### src/rtl/fpta_pkg.sv
// ----------------------------------------------------------------------------
// fpta_pkg: shared types and constants for the temperature formatter
// Holds the payload structs, the sequencer states, the character codes
// and the fixed-point scaling constants.
// ----------------------------------------------------------------------------
package fpta_pkg;

    // Fixed-point scaling: internal value counts 2^-FRAC_BITS degrees
    localparam int FRAC_BITS  = 2;
    localparam int RAW_W      = 16;
    localparam int FB_W       = 4;
    localparam int SCALE_W    = RAW_W + FRAC_BITS;          // shifted raw value
    localparam int VAL_W      = 15;                         // clamped value
    localparam int LIMIT      = 2048 * (1 << FRAC_BITS);
    localparam int PROD_W     = VAL_W + 4;                  // value times 18
    localparam int TENTHS_W   = 17;                         // Fahrenheit tenths
    localparam int BIN_W      = 16;                         // converter input
    localparam int BCD_W      = 20;                         // five BCD digits
    localparam int CONV_STEPS = BIN_W;
    localparam int NUM_SLOTS  = 7;
    localparam int F_OFFSET   = 320;

    // Character codes
    localparam logic [7:0] CH_MINUS = 8'h2D;
    localparam logic [7:0] CH_POINT = 8'h2E;
    localparam logic [7:0] CH_ZERO  = 8'h30;
    localparam logic [7:0] CH_FIVE  = 8'h35;
    localparam logic [7:0] CH_F     = 8'h46;

    // Character slots of one reading
    localparam logic [2:0] SLOT_SIGN  = 3'd0;
    localparam logic [2:0] SLOT_THOU  = 3'd1;
    localparam logic [2:0] SLOT_HUND  = 3'd2;
    localparam logic [2:0] SLOT_TENS  = 3'd3;
    localparam logic [2:0] SLOT_ONES  = 3'd4;
    localparam logic [2:0] SLOT_TAIL  = 3'd5;
    localparam logic [2:0] SLOT_HALF  = 3'd6;

    // Display unit codes
    localparam logic UNIT_CELSIUS    = 1'b0;
    localparam logic UNIT_FAHRENHEIT = 1'b1;

    typedef struct packed {
        logic signed [RAW_W-1:0] raw_value;
        logic [FB_W-1:0]         fraction_bits;
    } in_item_t;

    typedef struct packed {
        logic [7:0] ascii_char;
        logic       last_char;
    } out_item_t;

    typedef enum logic [2:0] {
        ST_IDLE,
        ST_SCALE,
        ST_FORM,
        ST_CONV,
        ST_EMIT
    } state_t;

    // Add three to every BCD digit of five or more (one double-dabble step)
    function automatic logic [BCD_W-1:0] bcd_adjust(input logic [BCD_W-1:0] bcd);
        logic [BCD_W-1:0] res;
        res = bcd;
        for (int i = 0; i < BCD_W / 4; i++)
        begin
            if (bcd[i*4 +: 4] >= 4'd5)
            begin
                res[i*4 +: 4] = bcd[i*4 +: 4] + 4'd3;
            end
        end
        return res;
    endfunction

endpackage

### src/rtl/fixed_point_temp_to_ascii_top.sv
// ----------------------------------------------------------------------------
// fixed_point_temp_to_ascii_top: fixed-point temperature to ASCII formatter
// Rescales a signed reading to quarter degrees, clamps it to +/-2048 degrees
// and sends its characters out one per transfer, in Celsius with a half-degree
// digit or in whole Fahrenheit.
//
// Channel  Dir  Handshake             Payload
// in       in   in_valid / in_stall   in_data  (raw_value, fraction_bits)
// out      out  out_valid / out_stall out_data (ascii_char, last_char)
// cfg      in   cfg_wr_en             cfg_wr_data (display_unit)
//
// A reading keeps the sequencer busy, and any output stall prolongs it: a
// scale step, a format step, 16 steps of the shared double-dabble shift/add-3
// unit and then one step per character slot (7 in Celsius, 6 in Fahrenheit;
// a blank slot is still stepped through). The sequencer returns to idle
// before it takes the next reading.
// Reset selects Celsius and idles the sequencer.
// in_stall stays high from input transfer until the last character is loaded
// into the output register; out_stall holds the output register.
// ----------------------------------------------------------------------------
module fixed_point_temp_to_ascii_top (
    input  logic                clk,
    input  logic                rst_n,
    input  logic                in_valid,
    output logic                in_stall,
    input  fpta_pkg::in_item_t  in_data,
    output logic                out_valid,
    input  logic                out_stall,
    output fpta_pkg::out_item_t out_data,
    input  logic                cfg_wr_en,
    input  logic                cfg_wr_data
);
    import fpta_pkg::*;

    // Control registers
    state_t                state_reg, state_next;
    logic [3:0]            cnt_reg, cnt_next;
    logic [2:0]            slot_reg, slot_next;
    logic                  out_valid_reg, out_valid_next;
    logic                  unit_reg;

    // Datapath registers
    in_item_t              in_reg;
    logic signed [VAL_W-1:0] val_reg;
    logic                  neg_reg;
    logic                  half_reg;
    logic [BIN_W-1:0]      bin_reg;
    logic [BCD_W-1:0]      bcd_reg;
    out_item_t             out_reg, out_next;

    // Sequencer strobes
    logic                  in_xfer;
    logic                  out_free;
    logic                  slot_en;
    logic                  slot_last;
    logic                  advance;
    logic                  load_out;
    logic                  conv_done;

    // Scale and clamp
    logic signed [SCALE_W-1:0] scale_ext;
    logic signed [SCALE_W-1:0] scaled;
    logic signed [VAL_W-1:0]   clamped;

    // Format
    logic signed [PROD_W-1:0]   val_ext;
    logic signed [PROD_W-1:0]   prod;
    logic signed [PROD_W-1:0]   prod_q;
    logic signed [TENTHS_W-1:0] tenths;
    logic                       form_neg;
    logic [BIN_W-1:0]           form_bin;
    logic                       form_half;
    logic [VAL_W-1:0]           c_mag;
    logic [TENTHS_W-1:0]        f_mag;

    // Conversion and emission
    logic [BIN_W+BCD_W-1:0] dd_shift;
    logic [3:0]             dig_thou, dig_hund, dig_tens, dig_ones;
    logic [NUM_SLOTS-1:0]   slot_mask;
    logic [NUM_SLOTS-1:0]   above_mask;
    logic [7:0]             slot_char;

    // ------------------------------------------------------------------
    // Scale to quarter degrees with a floor shift, then clamp
    // ------------------------------------------------------------------
    always_comb
    begin
        scale_ext = {in_reg.raw_value, {FRAC_BITS{1'b0}}};
        scaled    = scale_ext >>> in_reg.fraction_bits;
        if (scaled > SCALE_W'(LIMIT))
        begin
            clamped = VAL_W'(LIMIT);
        end
        else if (scaled < -SCALE_W'(LIMIT))
        begin
            clamped = -VAL_W'(LIMIT);
        end
        else
        begin
            clamped = scaled[VAL_W-1:0];
        end
    end

    // ------------------------------------------------------------------
    // Form sign and magnitude for the selected unit
    // ------------------------------------------------------------------
    always_comb
    begin
        val_ext = PROD_W'(val_reg);
        prod    = (val_ext <<< 4) + (val_ext <<< 1);
        prod_q  = prod >>> FRAC_BITS;
        tenths  = prod_q[TENTHS_W-1:0] + TENTHS_W'(F_OFFSET);
        c_mag   = val_reg[VAL_W-1] ? VAL_W'(-val_reg) : VAL_W'(val_reg);
        f_mag   = tenths[TENTHS_W-1] ? TENTHS_W'(-tenths) : TENTHS_W'(tenths);
        if (unit_reg == UNIT_FAHRENHEIT)
        begin
            form_neg  = tenths[TENTHS_W-1];
            form_bin  = f_mag[BIN_W-1:0];
            form_half = 1'b0;
        end
        else
        begin
            form_neg  = val_reg[VAL_W-1];
            form_bin  = BIN_W'(c_mag >> FRAC_BITS);
            form_half = c_mag[FRAC_BITS-1];
        end
    end

    // ------------------------------------------------------------------
    // Pick digits and build the slot mask and slot character
    // ------------------------------------------------------------------
    always_comb
    begin
        dd_shift = {bcd_adjust(bcd_reg), bin_reg} << 1;
        // Fahrenheit drops the tenths digit
        if (unit_reg == UNIT_FAHRENHEIT)
        begin
            dig_thou = bcd_reg[19:16];
            dig_hund = bcd_reg[15:12];
            dig_tens = bcd_reg[11:8];
            dig_ones = bcd_reg[7:4];
        end
        else
        begin
            dig_thou = bcd_reg[15:12];
            dig_hund = bcd_reg[11:8];
            dig_tens = bcd_reg[7:4];
            dig_ones = bcd_reg[3:0];
        end
        slot_mask[SLOT_SIGN] = neg_reg;
        slot_mask[SLOT_THOU] = (dig_thou != 4'd0);
        slot_mask[SLOT_HUND] = slot_mask[SLOT_THOU] || (dig_hund != 4'd0);
        slot_mask[SLOT_TENS] = slot_mask[SLOT_HUND] || (dig_tens != 4'd0);
        slot_mask[SLOT_ONES] = 1'b1;
        slot_mask[SLOT_TAIL] = 1'b1;
        slot_mask[SLOT_HALF] = (unit_reg == UNIT_CELSIUS);
        for (int i = 0; i < NUM_SLOTS; i++)
        begin
            above_mask[i] = (3'(i) > slot_reg);
        end
        case (slot_reg)
            SLOT_SIGN: slot_char = CH_MINUS;
            SLOT_THOU: slot_char = CH_ZERO + {4'd0, dig_thou};
            SLOT_HUND: slot_char = CH_ZERO + {4'd0, dig_hund};
            SLOT_TENS: slot_char = CH_ZERO + {4'd0, dig_tens};
            SLOT_ONES: slot_char = CH_ZERO + {4'd0, dig_ones};
            SLOT_TAIL: slot_char = (unit_reg == UNIT_FAHRENHEIT) ? CH_F : CH_POINT;
            SLOT_HALF: slot_char = half_reg ? CH_FIVE : CH_ZERO;
            default:   slot_char = CH_ZERO;
        endcase
    end

    // ------------------------------------------------------------------
    // Sequencer outputs
    // ------------------------------------------------------------------
    always_comb
    begin
        in_stall  = (state_reg != ST_IDLE);
        in_xfer   = in_valid && !in_stall;
        out_free  = !out_valid_reg || !out_stall;
        slot_en   = slot_mask[slot_reg];
        slot_last = ((slot_mask & above_mask) == '0);
        advance   = (state_reg == ST_EMIT) && (!slot_en || out_free);
        load_out  = (state_reg == ST_EMIT) && slot_en && out_free;
        conv_done = (state_reg == ST_CONV) && (cnt_reg == 4'(CONV_STEPS - 1));
    end

    // ------------------------------------------------------------------
    // Sequencer next state
    // ------------------------------------------------------------------
    always_comb
    begin
        state_next = state_reg;
        case (state_reg)
            ST_IDLE:
            begin
                if (in_xfer)
                begin
                    state_next = ST_SCALE;
                end
            end
            ST_SCALE: state_next = ST_FORM;
            ST_FORM:  state_next = ST_CONV;
            ST_CONV:
            begin
                if (conv_done)
                begin
                    state_next = ST_EMIT;
                end
            end
            ST_EMIT:
            begin
                if (advance && slot_last)
                begin
                    state_next = ST_IDLE;
                end
            end
            default: state_next = ST_IDLE;
        endcase
    end

    // ------------------------------------------------------------------
    // Counter, slot and output register next values
    // ------------------------------------------------------------------
    always_comb
    begin
        cnt_next  = cnt_reg;
        slot_next = slot_reg;
        if (state_reg == ST_FORM)
        begin
            cnt_next  = 4'd0;
            slot_next = SLOT_SIGN;
        end
        else if (state_reg == ST_CONV)
        begin
            cnt_next = cnt_reg + 4'd1;
        end
        else if (advance)
        begin
            slot_next = slot_reg + 3'd1;
        end

        out_next.ascii_char = slot_char;
        out_next.last_char  = slot_last;
        if (load_out)
        begin
            out_valid_next = 1'b1;
        end
        else if (out_stall)
        begin
            out_valid_next = out_valid_reg;
        end
        else
        begin
            out_valid_next = 1'b0;
        end
    end

    // ------------------------------------------------------------------
    // Control registers
    // ------------------------------------------------------------------
    always_ff @(posedge clk or negedge rst_n)
    begin
        if (!rst_n)
        begin
            state_reg     <= ST_IDLE;
            cnt_reg       <= 4'd0;
            slot_reg      <= SLOT_SIGN;
            out_valid_reg <= 1'b0;
            unit_reg      <= UNIT_CELSIUS;
        end
        else
        begin
            state_reg     <= state_next;
            cnt_reg       <= cnt_next;
            slot_reg      <= slot_next;
            out_valid_reg <= out_valid_next;
            if (cfg_wr_en)
            begin
                unit_reg <= cfg_wr_data;
            end
        end
    end

    // ------------------------------------------------------------------
    // Datapath registers
    // ------------------------------------------------------------------
    always_ff @(posedge clk)
    begin
        // Capture the input item
        if (in_xfer)
        begin
            in_reg <= in_data;
        end
        // Hold the clamped value
        if (state_reg == ST_SCALE)
        begin
            val_reg <= clamped;
        end
        // Load the converter
        if (state_reg == ST_FORM)
        begin
            neg_reg  <= form_neg;
            half_reg <= form_half;
            bin_reg  <= form_bin;
            bcd_reg  <= '0;
        end
        // Advance the double-dabble unit one bit
        if (state_reg == ST_CONV)
        begin
            bcd_reg <= dd_shift[BIN_W+BCD_W-1:BIN_W];
            bin_reg <= dd_shift[BIN_W-1:0];
        end
        // Load the next character
        if (load_out)
        begin
            out_reg <= out_next;
        end
    end

    assign out_valid = out_valid_reg;
    assign out_data  = out_reg;

`ifndef SYNTHESIS
    // The last character of a reading returns the sequencer to idle
    assert property (@(posedge clk) disable iff (!rst_n)
        load_out && slot_last |=> state_reg == ST_IDLE)
        else $error("sequencer did not finish after last character");

    // An input transfer starts the scale step
    assert property (@(posedge clk) disable iff (!rst_n)
        in_xfer |=> state_reg == ST_SCALE)
        else $error("input transfer did not start a reading");

    // Conversion runs its full step count before emission
    assert property (@(posedge clk) disable iff (!rst_n)
        state_reg == ST_CONV && !conv_done |=> state_reg == ST_CONV)
        else $error("conversion left early");

    // The output register only loads while emitting
    assert property (@(posedge clk) disable iff (!rst_n)
        $rose(out_valid_reg) |-> $past(state_reg) == ST_EMIT)
        else $error("output loaded outside emission");
`endif

endmodule
### config.mk
export PLATFORM = sky130hd
export DESIGN_NAME = fixed_point_temp_to_ascii_top
export DESIGN_NICKNAME = d
export VERILOG_FILES = /design/src/rtl/fpta_pkg.sv /design/src/rtl/fixed_point_temp_to_ascii_top.sv
export SDC_FILE = /design/constraint.sdc
export NUM_CORES = 1
export LEC_CHECK = 0
export ABC_CLOCK_PERIOD_IN_PS = 7900
export BUFFER_PORTS_ARGS = -buffer_cell sky130_fd_sc_hd__clkbuf_2
export CAP_MARGIN = 20
export CORE_ASPECT_RATIO = 1.2
export CORE_MARGIN = 10
export CORE_UTILIZATION = 37
export DETAILED_ROUTE_END_ITERATION = 12
export GPL_ROUTABILITY_DRIVEN = 0
export PLACE_DENSITY = 0.64
export SLEW_MARGIN = 20
export SYNTH_ARGS = -nofsm -noshare
export SYNTH_HDL_FRONTEND = slang
export SYNTH_SLANG_ARGS = --single-unit
### constraint.sdc
create_clock -name clk -period 7.9 [get_ports clk]
set_input_delay 1.185 -clock clk [delete_from_list [all_inputs] [get_ports clk]]
set_output_delay 1.185 -clock clk [all_outputs]
set_load 0.1 [all_outputs]
==> reports/summary.md <==
The number of enable-type register cells in the synthesized netlist is 80. Measured along the y axis, the die boundary spans 167 um. The total number of yosys warnings is 0. The logs give 0 for the count of unresolved DRC violations after routing and 37 for the count of boundary I/O pins.

The layout cell share with drive strength beyond 1 was 0.120; the starting density of the core was 0.379. The type of the worst setup path is flop to flop. Walking the worst path, the cells encountered are ha_1 -> inv_1 -> fa_1 -> nand2b_1 -> a21boi_0 -> nor3_1 -> nor2_1 -> ha_1 -> o21ba_2 -> nor3_2 -> and3_4 -> xor2_4 -> a21boi_1 -> xor2_1 -> a21oi_1. For the final HPWL from detailed placement, the log shows 10800 um.

The antenna diode instance count came out at 0. For the static leakage, the log shows 2.88 nW. The area share of the leading cell type in the synthesized netlist came out at 0.359. Among cell families on the critical path, the largest total delay comes from simple AND/OR/NAND/NOR gates.

The hold violation count in the final report is 0, and the number of global-route vias before repair is 5142. The final period utilization was 0.527. The post-synthesis async set-or-reset flop share is 0.129.

The H-tree was split into 3 levels. The standard cell with the maximum stage delay on the critical path was edfxtp_1. The average instance in the mapped netlist occupies 9.32 sq um. The final wirelength was 14500 um; the actual slew at the worst max-slew pin was 1.02 ns. In the final timing run, aggregate negative setup slack is 0 ns. The buffer and inverter count on the worst path is 1. The sequential share of the synthesized area was 0.407; the total clock sinks was 93.

From synthesis to final layout, the design area changed by 10.0%. The tools report the initial antenna violation count as 0. The worst-case IR drop observed on VDD is 0.145 mV.

Yosys mapped the design onto 77 distinct sky130hd cell types. The tree is rooted in a clkbuf_16. The critical path's most frequent cell is ha_1. The die width is 143 um. Clock-pin transition on the worst setup and hold timing paths: 0.08 ns. Summed over all layers, the global routing overflow is 0. The die covers 23900 sq um. The count of nets left with antenna violations once routing finished came out at 0. TritonCTS built the clock tree. The number of gates resized after CTS was 0. The largest total area in the synthesized netlist belongs to edfxtp_1.

The total iterations of the first detailed-routing run was 5. Derived from the worst setup path, the maximum achievable clock frequency is 240 MHz. The critical path arrival is 4.26 ns, and the area taken by multi-input logic gates is 3740 sq um. The power share of the combinational group is 0.511. The clock insertion delay at the later pin of the skew report was 0.36 ns.

The path class of the tightest hold or removal check is flop to flop. For the buffer count from post-CTS setup fixing, the log shows 0. Synthesis produced a netlist whose cell count is 718. The relative slew slack is 0.314.

The number of cells on the worst hold path is 1, and the violation count after the first detailed-route iteration is 241. For the cell total after placement, the log shows 945. The worst path needs 4.16 ns of the cycle, external delays included.

The total chip power came out at 0.00281 W. The run gives 0 as the number of max-slew violations in the final report. The logs give 0 for the final setup violation count and 961 for the number of standard cells in the layout, taps in and fillers out. The worst setup path is launched from a flop.

Counting cells, the worst reg-to-reg path comes to 15. The worst setup path is captured at a flop. The initialized floorplan defines 53 standard-cell rows. The maximum number of pins on one net before global-route repair is 35. Largest stage delay on the critical path: 0.44 ns. When the netlist entered floorplanning its net count stood at 777. Setup repair after global routing left no endpoint under its margin. In the final design database the tool counted 795 nets. The clock skew is 0.0134 ns. Ranked by total cell area, the synthesized netlist is headed by edfxtp_1 (36%), ha_1 (6.0%), dfrtp_1 (4.5%). The critical path crosses 15 cells after its start point. The count of buffers from port buffering came out at 35. The tool flagged a number of max-cap violations equal to 0. In this run the cell area of the synthesized design comes to 6690 sq um. Worst path required time: 8.00 ns. The share of total power consumed by net switching was 0.431. Summing all placed instances gives a cell area of 7040 sq um. Count of hold-fix buffers inserted at cts: 0. Across all layers, the routed design uses 5185 vias.

The area of all sequential standard cells came out at 2720 sq um. The most used flip-flop cell after synthesis is edfxtp_1. The fill cell instance count of the final layout was 1754; the relative contribution of the clock network to total power was 0.163. The overall track demand over capacity in global routing is 0.124, and the power density over the cells is 382 nW/um^2.

Dividing the detail-routed via count by the number of cells gives 5.40. Internal power comes to 0.00160 W. Summed over all nets, the switching power comes to 0.00121 W.

The tools report the post-layout instance area as 7360 sq um. The part of the total power dissipated in sequential elements came out at 0.326. The number of CTS-inserted buffers was 9; the critical-path maximum fanout was 17.

The first global-routing pass estimated 24500 um of wire. The region available for standard cell placement spans 17600 sq um. The maximum count of clock buffers along a single path is 2.

The flow ran to the end, and the final reports show no timing, DRC or antenna violations. Synthesis inferred 93 register bits. The average detailed-routed wire length per instance came out at 15.1 um.
[area by class of cell]
cell class / count / area share
clock buffer: 11 / 0.0374
clock inverter: 5 / 0.00612
inverter: 28 / 0.0143
multi-input combinational: 565 / 0.507
sequential: 93 / 0.370
tap: 220 / 0.0374
timing repair buffer: 39 / 0.0279
[path summary, 6_finish.rpt]
check,start,endpoint,slack (ns)
max in group asynchronous,rst_n,unit_reg,6.97
worst min-delay path,bin_reg[0],bin_reg[0],0.50
worst min register to register,bin_reg[0],bin_reg[0],0.50
min in group asynchronous,rst_n,state_reg[0],0.69
worst max-delay path,val_reg[3],bin_reg[5],3.74
worst max register to register,val_reg[3],bin_reg[5],3.74
[power groups by stage]
stage                     Sequential [W]  Clock [W]  Combinational (W)
after floorplan                 0.000843          0            0.00122
after global placement          0.000922          0            0.00141
after detailed placement        0.000924          0            0.00143
after CTS                       0.000914   0.000470            0.00144
after global routing            0.000940   0.000488            0.00161
final                           0.000917   0.000458            0.00144
[routing by layer]
layer | GRT usage | vias up | share of wire
li1 | - | 2648 | -
met1 | 0.138 | 2441 | 0.43
met2 | 0.227 | 74 | 0.51
met3 | 0.0274 | 22 | 0.034
met4 | 0.0418 | 0 | 0.019
met5 | 0 | - | 0
[synth_stat cells (3+ instances only)]
cell type,number
inv_1,28
nor3_1,19
dfrtp_1,12
o21ai_1,11
a22oi_1,6
a21oi_1,49
mux2i_1,23
nor4_1,7
o211ai_1,8
buf_4,3
nand2b_1,12
and2_1,8
a211oi_1,6
nand2_1,79
xnor2_1,32
o21ai_0,50
or4_1,3
nor2_1,74
a221oi_1,7
edfxtp_1,80
nand3_1,9
nor2b_1,8
o21a_1,4
or3_1,4
clkbuf_1,26
a22o_1,4
and3_1,7
a21o_1,7
nand4_1,4
o31ai_1,6
o22ai_1,3
a21boi_0,3
mux2_2,11
nand2_2,3
xor2_1,17
ha_1,32
nor3b_1,3
[placed cells by master, fill, tap and decap left out, types with 4 or more instances in the layout]
master / count
nand4_1: 4
and2_1: 8
o21ai_0: 50
clkbuf_2: 35
a22oi_1: 6
nor4_1: 7
buf_4: 4
clkbuf_16: 11
edfxtp_1: 80
o21a_1: 4
inv_1: 28
a21o_1: 7
dfrtp_1: 12
a221oi_1: 7
and3_1: 7
nor2b_1: 8
nand2b_1: 12
nand2_1: 79
nand3_1: 9
mux2_2: 11
a22o_1: 4
or3_1: 4
a21oi_1: 49
mux2i_1: 23
ha_1: 32
xor2_1: 17
o211ai_1: 8
xnor2_1: 32
o31ai_1: 6
o21ai_1: 11
a211oi_1: 6
nor3_1: 19
nor2_1: 74
[through the flow]
stage                     setup WS [ns]   util  hold slack, ns
after CTS                          3.71  0.417           0.504
after global placement             3.88  0.399           0.473
after global routing               3.23  0.418           0.536
final                              3.74  0.418           0.496
after floorplan                    4.30      -           0.450
after detailed placement           3.76  0.399           0.485
[logic make-up (layout without fill, tap and decap cells)]
family,after synthesis,count (layout),share of synthesized area
XOR/XNOR,51,51,0.0707
adder cells (fa/ha/maj),33,33,0.0628
AND/OR/NAND/NOR,251,251,0.178
multiplexers,35,35,0.0546
flip-flops,93,93,0.407
other,1,1,0.000560
buffers and inverters,60,83,0.0366
AO/OA/AOI/OAI,194,194,0.190
Power figures use the tool's default switching activity.
